`src/rtl/brc_pkg.sv`:
```
// Package for the barrier release controller: sizes, codes, the slot record
// and the mask helpers. No dependencies.
`default_nettype none

package brc_pkg;

  localparam int unsigned MEMBERS  = 32;
  localparam int unsigned BARRIERS = 16;

  localparam int unsigned IDX_W = (BARRIERS > 1) ? $clog2(BARRIERS) : 1;
  localparam int unsigned CNT_W = $clog2(MEMBERS + 1);
  localparam int unsigned REQ_W = CNT_W + 7;
  localparam int unsigned PRD_W = CNT_W + 18;

  typedef logic [MEMBERS-1:0] mask_t;
  typedef logic [CNT_W-1:0]   cnt_t;
  typedef logic [IDX_W-1:0]   idx_t;

  typedef enum logic [1:0] {
    MODE_CREATE  = 2'd0,
    MODE_ARRIVE  = 2'd1,
    MODE_FAIL    = 2'd2,
    MODE_TIMEOUT = 2'd3
  } mode_e;

  typedef enum logic [1:0] {
    ST_WAITING  = 2'd0,
    ST_RELEASED = 2'd1,
    ST_FAILED   = 2'd2,
    ST_TIMEDOUT = 2'd3
  } status_e;

  typedef enum logic [3:0] {
    RSN_CREATED      = 4'd0,
    RSN_UNKNOWN      = 4'd1,
    RSN_ALREADY_REL  = 4'd2,
    RSN_FAIL_BARRIER = 4'd3,
    RSN_FAIL_EARLY   = 4'd4,
    RSN_ARRIVAL_REL  = 4'd5,
    RSN_WAITING      = 4'd6,
    RSN_TMO_ARRIVED  = 4'd7,
    RSN_TMO_QUORUM   = 4'd8,
    RSN_TIMEOUT      = 4'd9
  } reason_e;

  localparam logic [1:0] ARR_ALL        = 2'd0;
  localparam logic [1:0] ARR_COUNT_FAIL = 2'd1;
  localparam logic [1:0] ARR_DROP_FAIL  = 2'd2;
  localparam logic [1:0] ARR_QUORUM     = 2'd3;

  localparam logic [1:0] FLR_FAIL_BARRIER = 2'd0;
  localparam logic [1:0] FLR_REMOVE       = 2'd1;

  localparam logic [2:0] TMO_REL_ARRIVED = 3'd0;
  localparam logic [2:0] TMO_REL_QUORUM  = 3'd1;

  localparam logic [1:0] OUT_PASSED = 2'd0;
  localparam logic [1:0] OUT_FAILED = 2'd1;

  typedef enum logic {
    FSM_IDLE = 1'b0,
    FSM_EXEC = 1'b1
  } fsm_e;

  typedef struct packed {
    status_e     status;
    mask_t       expected;
    mask_t       arrived;
    mask_t       failed;
    mask_t       dropped;
    mask_t       released;
    logic [1:0]  arr_rule;
    logic [1:0]  fail_rule;
    logic [2:0]  tmo_rule;
    logic [5:0]  qfix;
    logic [16:0] ratio;
  } rec_t;

  function automatic cnt_t popcnt(input mask_t m);
    cnt_t n;
    n = '0;
    for (int i = 0; i < int'(MEMBERS); i++) begin
      n = n + cnt_t'(m[i]);
    end
    return n;
  endfunction

  function automatic mask_t mask_from_word(input logic [31:0] w);
    mask_t m;
    m = '0;
    for (int i = 0; i < int'(MEMBERS); i++) begin
      if (i < 32) m[i] = w[i];
    end
    return m;
  endfunction

  function automatic logic [31:0] mask_to_word(input mask_t m);
    logic [31:0] w;
    w = '0;
    for (int i = 0; i < 32; i++) begin
      if (i < int'(MEMBERS)) w[i] = m[i];
    end
    return w;
  endfunction

endpackage

`default_nettype wire

```
`src/rtl/barrier_release_controller_top.sv`:
```
// Barrier release controller: slot table in one synchronous memory with a
// read-modify-write sequencer. Depends on brc_pkg.
//
// Usage:
//   Input channel (in_valid_i / in_ready_o) carries one operation per beat:
//   create, member arrived, member failed before arrival, or timeout.
//   Output channel (out_valid_o / out_ready_i) returns exactly one result
//   beat per input beat, in order.
// Sequencing:
//   An accepted beat reads its slot record from the table memory at the
//   accept edge; the compute state then computes the update, writes the
//   record back and loads the result register, which drives out_valid_o.
//   The single memory read-modify-write means in_ready_o stays low until
//   the beat leaves the compute state, which waits while the output
//   register is still occupied.
//   Because each write-back lands before the next read is issued, back to
//   back beats to the same slot always see the updated record.
// Reset:
//   Clears the slot valid bits, the allocation counter, the sequencer and
//   the output valid. The table memory is not cleared: a slot's record is
//   only used after a create has written it.
// Stall:
//   A waiting result holds in the output register; the next beat is still
//   accepted and read, then holds in the compute cycle until the output
//   register frees up.
`default_nettype none

module barrier_release_controller_top (
  input  wire logic        clk_i,
  input  wire logic        rst_ni,

  input  wire logic        in_valid_i,
  output logic             in_ready_o,
  input  wire logic [1:0]  mode_i,
  input  wire logic [3:0]  barrier_slot_i,
  input  wire logic [4:0]  member_i,
  input  wire logic [1:0]  outcome_i,
  input  wire logic [31:0] expected_in_i,
  input  wire logic [1:0]  arrival_rule_i,
  input  wire logic [1:0]  failure_rule_i,
  input  wire logic [2:0]  timeout_rule_i,
  input  wire logic [5:0]  quorum_fixed_i,
  input  wire logic [16:0] quorum_ratio_i,

  output logic             out_valid_o,
  input  wire logic        out_ready_i,
  output logic [3:0]       slot_out_o,
  output logic [1:0]       status_o,
  output logic [31:0]      released_set_o,
  output logic [31:0]      dropped_set_o,
  output logic [3:0]       reason_code_o
);

  // Sequencer and bookkeeping
  brc_pkg::fsm_e  state_q, state_d;
  brc_pkg::idx_t  next_slot_q, next_slot_d;
  logic [brc_pkg::BARRIERS-1:0] slot_valid_q, slot_valid_d;

  logic in_accept;
  logic advance;

  // Captured request
  logic [1:0]  req_mode_q;
  logic [3:0]  req_slot_q;
  logic [4:0]  req_member_q;
  logic [1:0]  req_outcome_q;
  logic [31:0] req_expected_q;
  logic [1:0]  req_arr_q;
  logic [1:0]  req_fail_q;
  logic [2:0]  req_tmo_q;
  logic [5:0]  req_qfix_q;
  logic [16:0] req_ratio_q;

  // Table memory
  brc_pkg::rec_t mem_q [brc_pkg::BARRIERS];
  brc_pkg::rec_t rd_q;
  brc_pkg::rec_t wr_rec;
  brc_pkg::idx_t wr_idx;
  logic          wr_en;

  // Output register
  logic        out_valid_q;
  logic [3:0]  out_slot_q, out_slot_d;
  logic [1:0]  out_status_q, out_status_d;
  logic [31:0] out_rel_q, out_rel_d;
  logic [31:0] out_drp_q, out_drp_d;
  logic [3:0]  out_reason_q, out_reason_d;

  // Compute-cycle signals
  brc_pkg::idx_t  req_idx;
  logic           slot_known;
  brc_pkg::mask_t member_bit;
  brc_pkg::rec_t  upd;
  brc_pkg::cnt_t  n_exp, n_drp, n_arr;
  logic [brc_pkg::PRD_W-1:0] q_sum;
  logic [brc_pkg::REQ_W-1:0] q_ceil, req_cnt;
  logic           enough;

  assign in_accept = in_valid_i && in_ready_o;
  assign advance   = (state_q == brc_pkg::FSM_EXEC) && (!out_valid_q || out_ready_i);

  // Next state
  always_comb begin
    state_d = state_q;
    case (state_q)
      brc_pkg::FSM_IDLE: if (in_valid_i) state_d = brc_pkg::FSM_EXEC;
      brc_pkg::FSM_EXEC: if (advance) state_d = brc_pkg::FSM_IDLE;
      default:           state_d = brc_pkg::FSM_IDLE;
    endcase
  end

  // State outputs
  always_comb begin
    in_ready_o = 1'b0;
    case (state_q)
      brc_pkg::FSM_IDLE: in_ready_o = 1'b1;
      brc_pkg::FSM_EXEC: in_ready_o = 1'b0;
      default:           in_ready_o = 1'b0;
    endcase
  end

  always_ff @(posedge clk_i or negedge rst_ni) begin
    if (!rst_ni) begin
      state_q      <= brc_pkg::FSM_IDLE;
      next_slot_q  <= '0;
      slot_valid_q <= '0;
      out_valid_q  <= 1'b0;
    end else begin
      state_q      <= state_d;
      next_slot_q  <= next_slot_d;
      slot_valid_q <= slot_valid_d;
      if (advance)          out_valid_q <= 1'b1;
      else if (out_ready_i) out_valid_q <= 1'b0;
    end
  end

  // Capture the request at the accept edge
  always_ff @(posedge clk_i) begin
    if (in_accept) begin
      req_mode_q     <= mode_i;
      req_slot_q     <= barrier_slot_i;
      req_member_q   <= member_i;
      req_outcome_q  <= outcome_i;
      req_expected_q <= expected_in_i;
      req_arr_q      <= arrival_rule_i;
      req_fail_q     <= failure_rule_i;
      req_tmo_q      <= timeout_rule_i;
      req_qfix_q     <= quorum_fixed_i;
      req_ratio_q    <= quorum_ratio_i;
    end
  end

  // Memory: read at accept, write back when the compute cycle advances
  always_ff @(posedge clk_i) begin
    if (in_accept) rd_q <= mem_q[brc_pkg::idx_t'(barrier_slot_i)];
    if (wr_en) mem_q[wr_idx] <= wr_rec;
  end

  assign req_idx    = brc_pkg::idx_t'(req_slot_q);
  assign slot_known = (32'(req_slot_q) < 32'(brc_pkg::BARRIERS)) && slot_valid_q[req_idx];
  assign member_bit = (32'(req_member_q) < 32'(brc_pkg::MEMBERS))
                    ? (brc_pkg::mask_t'(1) << req_member_q) : '0;

  // Apply the mask updates of the operation to the fetched record
  always_comb begin
    upd = rd_q;
    case (brc_pkg::mode_e'(req_mode_q))
      brc_pkg::MODE_ARRIVE: begin
        if (req_outcome_q == brc_pkg::OUT_PASSED) begin
          upd.arrived = rd_q.arrived | member_bit;
        end else begin
          upd.failed = rd_q.failed | member_bit;
          if (rd_q.arr_rule == brc_pkg::ARR_COUNT_FAIL) upd.arrived = rd_q.arrived | member_bit;
          if (rd_q.arr_rule == brc_pkg::ARR_DROP_FAIL || rd_q.fail_rule == brc_pkg::FLR_REMOVE)
            upd.dropped = rd_q.dropped | member_bit;
        end
      end
      brc_pkg::MODE_FAIL: begin
        upd.failed = rd_q.failed | member_bit;
        if (req_outcome_q == brc_pkg::OUT_FAILED &&
            (rd_q.fail_rule == brc_pkg::FLR_REMOVE || rd_q.arr_rule == brc_pkg::ARR_DROP_FAIL))
          upd.dropped = rd_q.dropped | member_bit;
      end
      default: ;
    endcase
  end

  // Required count on the updated record
  assign n_exp  = brc_pkg::popcnt(upd.expected);
  assign n_drp  = brc_pkg::popcnt(upd.dropped);
  assign n_arr  = brc_pkg::popcnt(upd.arrived);
  assign q_sum  = brc_pkg::PRD_W'(n_exp) * brc_pkg::PRD_W'(upd.ratio)
                + brc_pkg::PRD_W'(17'd65535);
  assign q_ceil = brc_pkg::REQ_W'(q_sum >> 16);

  always_comb begin
    if (upd.arr_rule == brc_pkg::ARR_QUORUM) begin
      if (upd.qfix != '0)       req_cnt = brc_pkg::REQ_W'(upd.qfix);
      else if (q_ceil == '0)    req_cnt = brc_pkg::REQ_W'(1);
      else                      req_cnt = q_ceil;
    end else begin
      req_cnt = (n_exp > n_drp) ? brc_pkg::REQ_W'(n_exp - n_drp) : '0;
    end
  end

  assign enough = brc_pkg::REQ_W'(n_arr) >= req_cnt;

  // Decide the result and the record to write back
  always_comb begin
    logic              do_eval;
    brc_pkg::reason_e  rel_reason;
    do_eval      = 1'b0;
    rel_reason   = brc_pkg::RSN_ARRIVAL_REL;
    wr_rec       = upd;
    wr_idx       = req_idx;
    wr_en        = 1'b0;
    next_slot_d  = next_slot_q;
    slot_valid_d = slot_valid_q;
    out_slot_d   = req_slot_q;
    out_status_d = brc_pkg::ST_FAILED;
    out_rel_d    = '0;
    out_drp_d    = '0;
    out_reason_d = brc_pkg::RSN_UNKNOWN;

    if (brc_pkg::mode_e'(req_mode_q) == brc_pkg::MODE_CREATE) begin
      wr_idx          = next_slot_q;
      wr_rec.status   = brc_pkg::ST_WAITING;
      wr_rec.expected = brc_pkg::mask_from_word(req_expected_q);
      wr_rec.arrived  = '0;
      wr_rec.failed   = '0;
      wr_rec.dropped  = '0;
      wr_rec.released = '0;
      wr_rec.arr_rule = req_arr_q;
      wr_rec.fail_rule = req_fail_q;
      wr_rec.tmo_rule = req_tmo_q;
      wr_rec.qfix     = req_qfix_q;
      wr_rec.ratio    = req_ratio_q;
      wr_en           = advance;
      if (advance) begin
        slot_valid_d[next_slot_q] = 1'b1;
        next_slot_d = (32'(next_slot_q) == 32'(brc_pkg::BARRIERS - 1))
                    ? '0 : next_slot_q + brc_pkg::idx_t'(1);
      end
      out_slot_d   = 4'(next_slot_q);
      out_status_d = brc_pkg::ST_WAITING;
      out_reason_d = brc_pkg::RSN_CREATED;
    end else if (slot_known) begin
      wr_en     = advance;
      out_drp_d = brc_pkg::mask_to_word(upd.dropped);
      case (brc_pkg::mode_e'(req_mode_q))
        brc_pkg::MODE_ARRIVE: begin
          do_eval    = 1'b1;
          rel_reason = brc_pkg::RSN_ARRIVAL_REL;
        end
        brc_pkg::MODE_FAIL: begin
          if (upd.fail_rule == brc_pkg::FLR_FAIL_BARRIER) begin
            wr_rec.status = brc_pkg::ST_FAILED;
            out_status_d  = brc_pkg::ST_FAILED;
            out_drp_d     = '0;
            out_reason_d  = brc_pkg::RSN_FAIL_EARLY;
          end else begin
            do_eval    = 1'b1;
            rel_reason = brc_pkg::RSN_FAIL_EARLY;
          end
        end
        default: begin
          if (upd.tmo_rule == brc_pkg::TMO_REL_ARRIVED) begin
            wr_rec.released = upd.arrived;
            wr_rec.status   = brc_pkg::ST_RELEASED;
            out_status_d    = brc_pkg::ST_RELEASED;
            out_rel_d       = brc_pkg::mask_to_word(upd.arrived);
            out_reason_d    = brc_pkg::RSN_TMO_ARRIVED;
          end else if (upd.tmo_rule == brc_pkg::TMO_REL_QUORUM) begin
            do_eval    = 1'b1;
            rel_reason = brc_pkg::RSN_TMO_QUORUM;
          end else begin
            wr_rec.status = brc_pkg::ST_TIMEDOUT;
            out_status_d  = brc_pkg::ST_TIMEDOUT;
            out_reason_d  = brc_pkg::RSN_TIMEOUT;
          end
        end
      endcase

      // Release evaluation
      if (do_eval) begin
        if (upd.status == brc_pkg::ST_RELEASED) begin
          out_status_d = brc_pkg::ST_RELEASED;
          out_rel_d    = brc_pkg::mask_to_word(upd.released);
          out_reason_d = brc_pkg::RSN_ALREADY_REL;
        end else if (upd.fail_rule == brc_pkg::FLR_FAIL_BARRIER && upd.failed != '0) begin
          wr_rec.status = brc_pkg::ST_FAILED;
          out_status_d  = brc_pkg::ST_FAILED;
          out_reason_d  = brc_pkg::RSN_FAIL_BARRIER;
        end else if (enough) begin
          wr_rec.released = upd.arrived;
          wr_rec.status   = brc_pkg::ST_RELEASED;
          out_status_d    = brc_pkg::ST_RELEASED;
          out_rel_d       = brc_pkg::mask_to_word(upd.arrived);
          out_reason_d    = rel_reason;
        end else begin
          out_status_d = brc_pkg::ST_WAITING;
          out_reason_d = brc_pkg::RSN_WAITING;
        end
      end
    end
  end

  always_ff @(posedge clk_i) begin
    if (advance) begin
      out_slot_q   <= out_slot_d;
      out_status_q <= out_status_d;
      out_rel_q    <= out_rel_d;
      out_drp_q    <= out_drp_d;
      out_reason_q <= out_reason_d;
    end
  end

  assign out_valid_o    = out_valid_q;
  assign slot_out_o     = out_slot_q;
  assign status_o       = out_status_q;
  assign released_set_o = out_rel_q;
  assign dropped_set_o  = out_drp_q;
  assign reason_code_o  = out_reason_q;

  // Checks
  a_accept_starts_exec: assert property (@(posedge clk_i) disable iff (!rst_ni)
    in_accept |=> (state_q == brc_pkg::FSM_EXEC))
    else $error("accepted beat did not start the compute cycle");

  a_advance_gives_result: assert property (@(posedge clk_i) disable iff (!rst_ni)
    advance |=> out_valid_q)
    else $error("compute cycle finished without a result");

  a_write_only_on_advance: assert property (@(posedge clk_i) disable iff (!rst_ni)
    wr_en |-> (state_q == brc_pkg::FSM_EXEC) && advance)
    else $error("table written outside a finishing compute cycle");

  a_valid_never_clears: assert property (@(posedge clk_i) disable iff (!rst_ni)
    1'b1 |=> ((slot_valid_q & $past(slot_valid_q)) == $past(slot_valid_q)))
    else $error("slot valid bit cleared");

  a_next_slot_in_range: assert property (@(posedge clk_i) disable iff (!rst_ni)
    32'(next_slot_q) < 32'(brc_pkg::BARRIERS))
    else $error("allocation counter out of range");

endmodule

`default_nettype wire

```
`config.mk`:
```
export PLATFORM = sky130hd
export DESIGN_NAME = barrier_release_controller_top
export DESIGN_NICKNAME = d
export VERILOG_FILES = /design/src/rtl/brc_pkg.sv /design/src/rtl/barrier_release_controller_top.sv
export SDC_FILE = /design/constraint.sdc
export NUM_CORES = 2
export LEC_CHECK = 0
export ABC_AREA = 1
export CAP_MARGIN = 20
export CORE_ASPECT_RATIO = 0.75
export CORE_MARGIN = 1
export CORE_UTILIZATION = 38
export CTS_CLUSTER_DIAMETER = 30
export DETAILED_ROUTE_END_ITERATION = 7
export DONT_BUFFER_PORTS = 1
export PLACE_DENSITY = 0.49
export SETUP_SLACK_MARGIN = 0.4
export SYNTH_ARGS = -nofsm -noshare
export SYNTH_HDL_FRONTEND = slang
export SYNTH_SLANG_ARGS = --single-unit
```
`constraint.sdc`:
```
create_clock -name clk_i -period 32.5 [get_ports clk_i]
set_clock_uncertainty 0.1 [all_clocks]
set_input_delay 1.625 -clock clk_i [delete_from_list [all_inputs] [get_ports clk_i]]
set_output_delay 1.625 -clock clk_i [all_outputs]
set_load 0.03 [all_outputs]
```
# Yosys cells after proc, flatten, opt, wreduce, memory -nomap -nowiden
# Memories as Yosys holds them, arrays and structs flattened. A register that Yosys moved wholly into a read port is not among the register bits.
# Index checks and enable logic that the tools add are counted.
# totals
regBits	171
ramBits	3072
in_bits	79
out_inout_bits	76
n_memories	1
# mem_list
name	words	word_bits	rd	rd_ports_with_merged_regs	write_ports	line_no	rtl
mem_q	16	192	1	1	1	barrier_release_controller_top.sv:75	brc_pkg::rec_t mem_q [brc_pkg::BARRIERS];
# classes
n_addsub	96
n_mul	1
order_cmp	5
n_eq_ne	10
shifts	1
mux	82
n_bitwise	6
n_reduce_logical	19
# ops
cell	count
32-bit 2-to-1 mux	21
6-bit by 1-bit adder with 6-bit output	78
128-bit 2-to-1 mux	1
64-bit case mux with 2 select lines	1
32-bit OR	3
64-bit 2-to-1 mux	1
4-bit 2-to-1 mux	10
32-bit nonzero test	1
1-bit by 5-bit left shift with 32-bit output, first input constant	1
2-bit 2-to-1 mux	15
30-bit 2-to-1 mux	1
13-bit 2-to-1 mux	2
23-bit by 16-bit adder with 24-bit output, second input constant	1
6-bit by 17-bit multiplier with 23-bit output	1
1-bit 2-to-1 mux	19
5-bit by 1-bit adder with 6-bit output	3
8-bit 2-to-1 mux	2
16-bit OR	1
4-bit case mux with 2 select lines	2
4-bit by 1-bit adder with 5-bit output	3
6-bit by 13-bit >= comparator with 1-bit output	1
13-bit zero test	1
3-bit by 1-bit adder with 4-bit output	3
2-bit by 1-bit equality test with 1-bit output, second input constant	5
other kinds (25)	43

# Longest topological paths before layout
# depth
ltp_word	46
depth_mapped	61
depth_no_buf	59

# Worst setup path after synthesis
# OpenSTA, ideal clock, no wires.
# synth_timing
path_type	input to register
startpoint	input out_ready_i
endpoint	memory mem_q[0][0] (netlist bit), enable pin
arrival_ns	16.649
required_time_ns	31.422
slack_ns	14.773
stages	6
n_path_buf	0
path_cell_list	inv_1 > nand2_1 > nand2_1 > inv_1 > nand2_1 > nor3_1
# synth_between
elab_chain_len	6
# synth_lines
item	line_no	rtl
from (decl)	barrier_release_controller_top.sv:46	input wire logic out_ready_i,
1-bit logical OR *	barrier_release_controller_top.sv:100	assign advance = (state_q == brc_pkg::FSM_EXEC) && (!out_valid_q || out_ready_i);
1-bit logical AND *	barrier_release_controller_top.sv:100	
named net advance	barrier_release_controller_top.sv:60	logic advance;
1-bit 2-to-1 mux	barrier_release_controller_top.sv:247	end else if (slot_known) begin
1-bit 2-to-1 mux *	barrier_release_controller_top.sv:225	if (brc_pkg::mode_e'(req_mode_q) == brc_pkg::MODE_CREATE) begin
1-bit 2-to-1 mux *	barrier_release_controller_top.sv:156	if (wr_en) mem_q[wr_idx] <= wr_rec;
1-bit 2-to-1 mux (implied by the code) *	barrier_release_controller_top.sv:156	
to (decl)	barrier_release_controller_top.sv:75	
# The timed path passes the listed nets; every way through them passes the cells marked *.

==> results.yml <==
status:
  outcome: "complete, but fails checks"
  violations: "slew limit"
clock_network:
  hold_buffers: 0
  cts_setup_buffers: 0
  post_cts_resized: 0
  cts_buffers: 595
  insertion_delay_ns: 1.06
  cts_sinks: 3435
  clk_pin_slew_worst_paths_ns: 0.05
  cts_root_buffer: "clkbuf_16"
  cts_tree: "yes"
  cts_max_path_buffers: 4
  cts-htree-levels: 6
final_layout:
  fin_nets: 11100
  final_cells: 16200
  fill_cells: 32400
  synthToLayoutAreaGrowth_pct: 18.9
  drive_above_1_share: 0.113
  final_area_um2: 167000
setup_path:
  startpoint_type: "flop"
  path_max_fanout: 33
  max_stage_delay_ns: 0.97
  cpMostUsedCell: "nand2_1"
  crit_buf_inv: 6
  cpLargestDelayFamily: "adder cells"
  crit_path_top_delay_cell: "nand2_4"
  cp.required_ns: 33.05
  critical_path_class: "flop to flop"
  arrival_ns: 13.54
  crit_path_end_kind: "flop"
sta:
  finalCriticalPeriod_ns: 12.99
  tns_ns: 0
  relSlewSlack: -1.22
  drv_slew: 677
  post-route-worst-setup-slack_ns: 19.51
  rsz0062_at_grt: "no"
  fin_crit_sh: 0.400
  worst_pin_slew_ns: 3.32
  setup_viol: 0
  clock.fmax_mhz: 77.0
  hold_viol: 0
global_routing:
  met1_usage: 0.356
  grt_pass1_wl_um: 653000
  grt_pass1_vias: 89100
  grt_max_degree: 748
  grt_overflow: 0
  gr-usage-all-layers: 0.241
  grtUsageMet2: 0.359
  met3_usage: 0.0438
  grt_most_used_layer: "met2"
  antenna_found_initial: 36
die:
  chipWidth_um: 704
  die_area_um2: 372000
  start_util: 0.383
  die_h_um: 528
  ios: 155
  rows: 192
  core_um2: 366000
yosys:
  async_reset_ff_frac: 0.00640
  netlist_area_um2: 140000
  ys_ff_latch: 3435
  syn_nets: 11000
  synthFlopType: "edfxtp_1"
  yosysWarnings: 0
  avgSynthCellArea_um2: 13.1
  synth-edff-count: 3413
  synth_cell_type_count: 46
  ys_seq_area_frac: 0.735
  synth_commonest_cells: "edfxtp_1, nor2_1, o21ai_0"
  synthTopCellsByArea: "edfxtp_1, o21ai_0, nor2_1"
  yosysMostFrequentCell: "edfxtp_1"
  yosysTopAreaCellShare: 0.731
  yosysTopAreaCell: "edfxtp_1"
  synthCells: 10700
placement:
  gp_congestion: 0.861
  dpl.hpwl_um: 231000
  place_inst: 15100
  pre_cts_ws_ns: 19.67
  dpl-instance-area_um2: 146000
  portBuffers: 0
routing:
  remaining_drc_errors: 0
  drt_iter0_markers: 10900
  viasPerCell: 5.74
  firstDrtPassIters: 7
  num_vias: 92900
  wl_um: 460000
  detail-route-antenna-nets: 0
  wl_per_cell_um: 28.4
hold_path:
  min_path_type: "input pin to asynchronous set/reset pin"
flow_run:
  maxCapViolCount: 0
## sequential cells by signal (all words and copies together) (netlist names)
name and flops:
dropped_set_o 32, mem_q 3072, next_slot_q 4, out_valid_o 1
rd_q 192, reason_code_o 4, released_set_o 32, req_arr_q 2
req_expected_q 32, req_fail_q 2, req_idx 4, req_member_q 5
req_mode_q 2, req_outcome_q 2, req_qfix_q 6, req_ratio_q 17
req_tmo_q 3, slot_out_o 4, slot_valid_q 16, state_q 1
status_o 2
## cell families after synthesis
family,count (synthesis),share of synthesized area
buf+inv,1149,0.0314
xor+xnor,13,0.000812
simple gates,2841,0.0794
compound gates,3018,0.125
mux,23,0.00164
flops,3435,0.735
fa+ha+maj,227,0.0275
## layout make-up
| cell class | count | area [µm²] | share of cell area |
|---|---|---|---|
| inverters | 409 | 1570 | 0.00943 |
| flip-flops and latches | 3435 | 103000 | 0.618 |
| well taps | 4850 | 6070 | 0.0364 |
| diodes | 17 | 42.5 | 0.000255 |
| repair buffers | 268 | 2490 | 0.0149 |
| clock inverters | 397 | 4900 | 0.0294 |
| multi-input cells | 6122 | 33000 | 0.198 |
| clock buffers | 694 | 15600 | 0.0937 |
## placed cells by master (no fill, tap or decap), types with 85 or more instances in the layout
master,instances
edfxtp_1,3413
nor2_1,1953
o21ai_0,1842
clkbuf_16,612
nand2_1,582
o22ai_1,508
inv_1,400
o221ai_1,322
buf_4,224
nand3_1,189
fa_1,135
a21oi_1,125
o211ai_1,118
ha_1,91
bufinv_16,85
## per-layer routing
layer / vias to the layer above / routed length (µm)
met5: - / 41
met4: 6 / 15000
met3: 762 / 38500
met2: 4227 / 201000
met1: 47700 / 206000
li1: 40200 / -
## metrics by stage
step	hold slack, ns	util
floorplan	0.322	-
global placement	0.344	0.398
detailed placement	0.345	0.399
CTS	0.117	0.455
global route	0.156	0.455
finish	0.205	0.456
## worst paths after layout
kind	start	endpoint	slack (ns)	cells after the start
worst max-delay path	rd_q[175]$_DFFE_PP_	mem_q[0][46]$_DFFE_PP_	19.51	48
worst min-delay path	rst_ni	next_slot_q[1]$_DFFE_PN0P_	0.20	0
worst max register to register	rd_q[175]$_DFFE_PP_	mem_q[0][46]$_DFFE_PP_	19.51	48
worst min register to register	slot_valid_q[13]$_DFFE_PN0P_	slot_valid_q[13]$_DFFE_PN0P_	0.35	2
max in group asynchronous	rst_ni	state_q$_DFF_PN0_	32.00	0
min in group clk_i	slot_valid_q[13]$_DFFE_PN0P_	slot_valid_q[13]$_DFFE_PN0P_	0.35	2
Power is left out: the tool's default activity adds up to more than one toggle a clock period on the data nets, which glitch-free logic cannot reach.
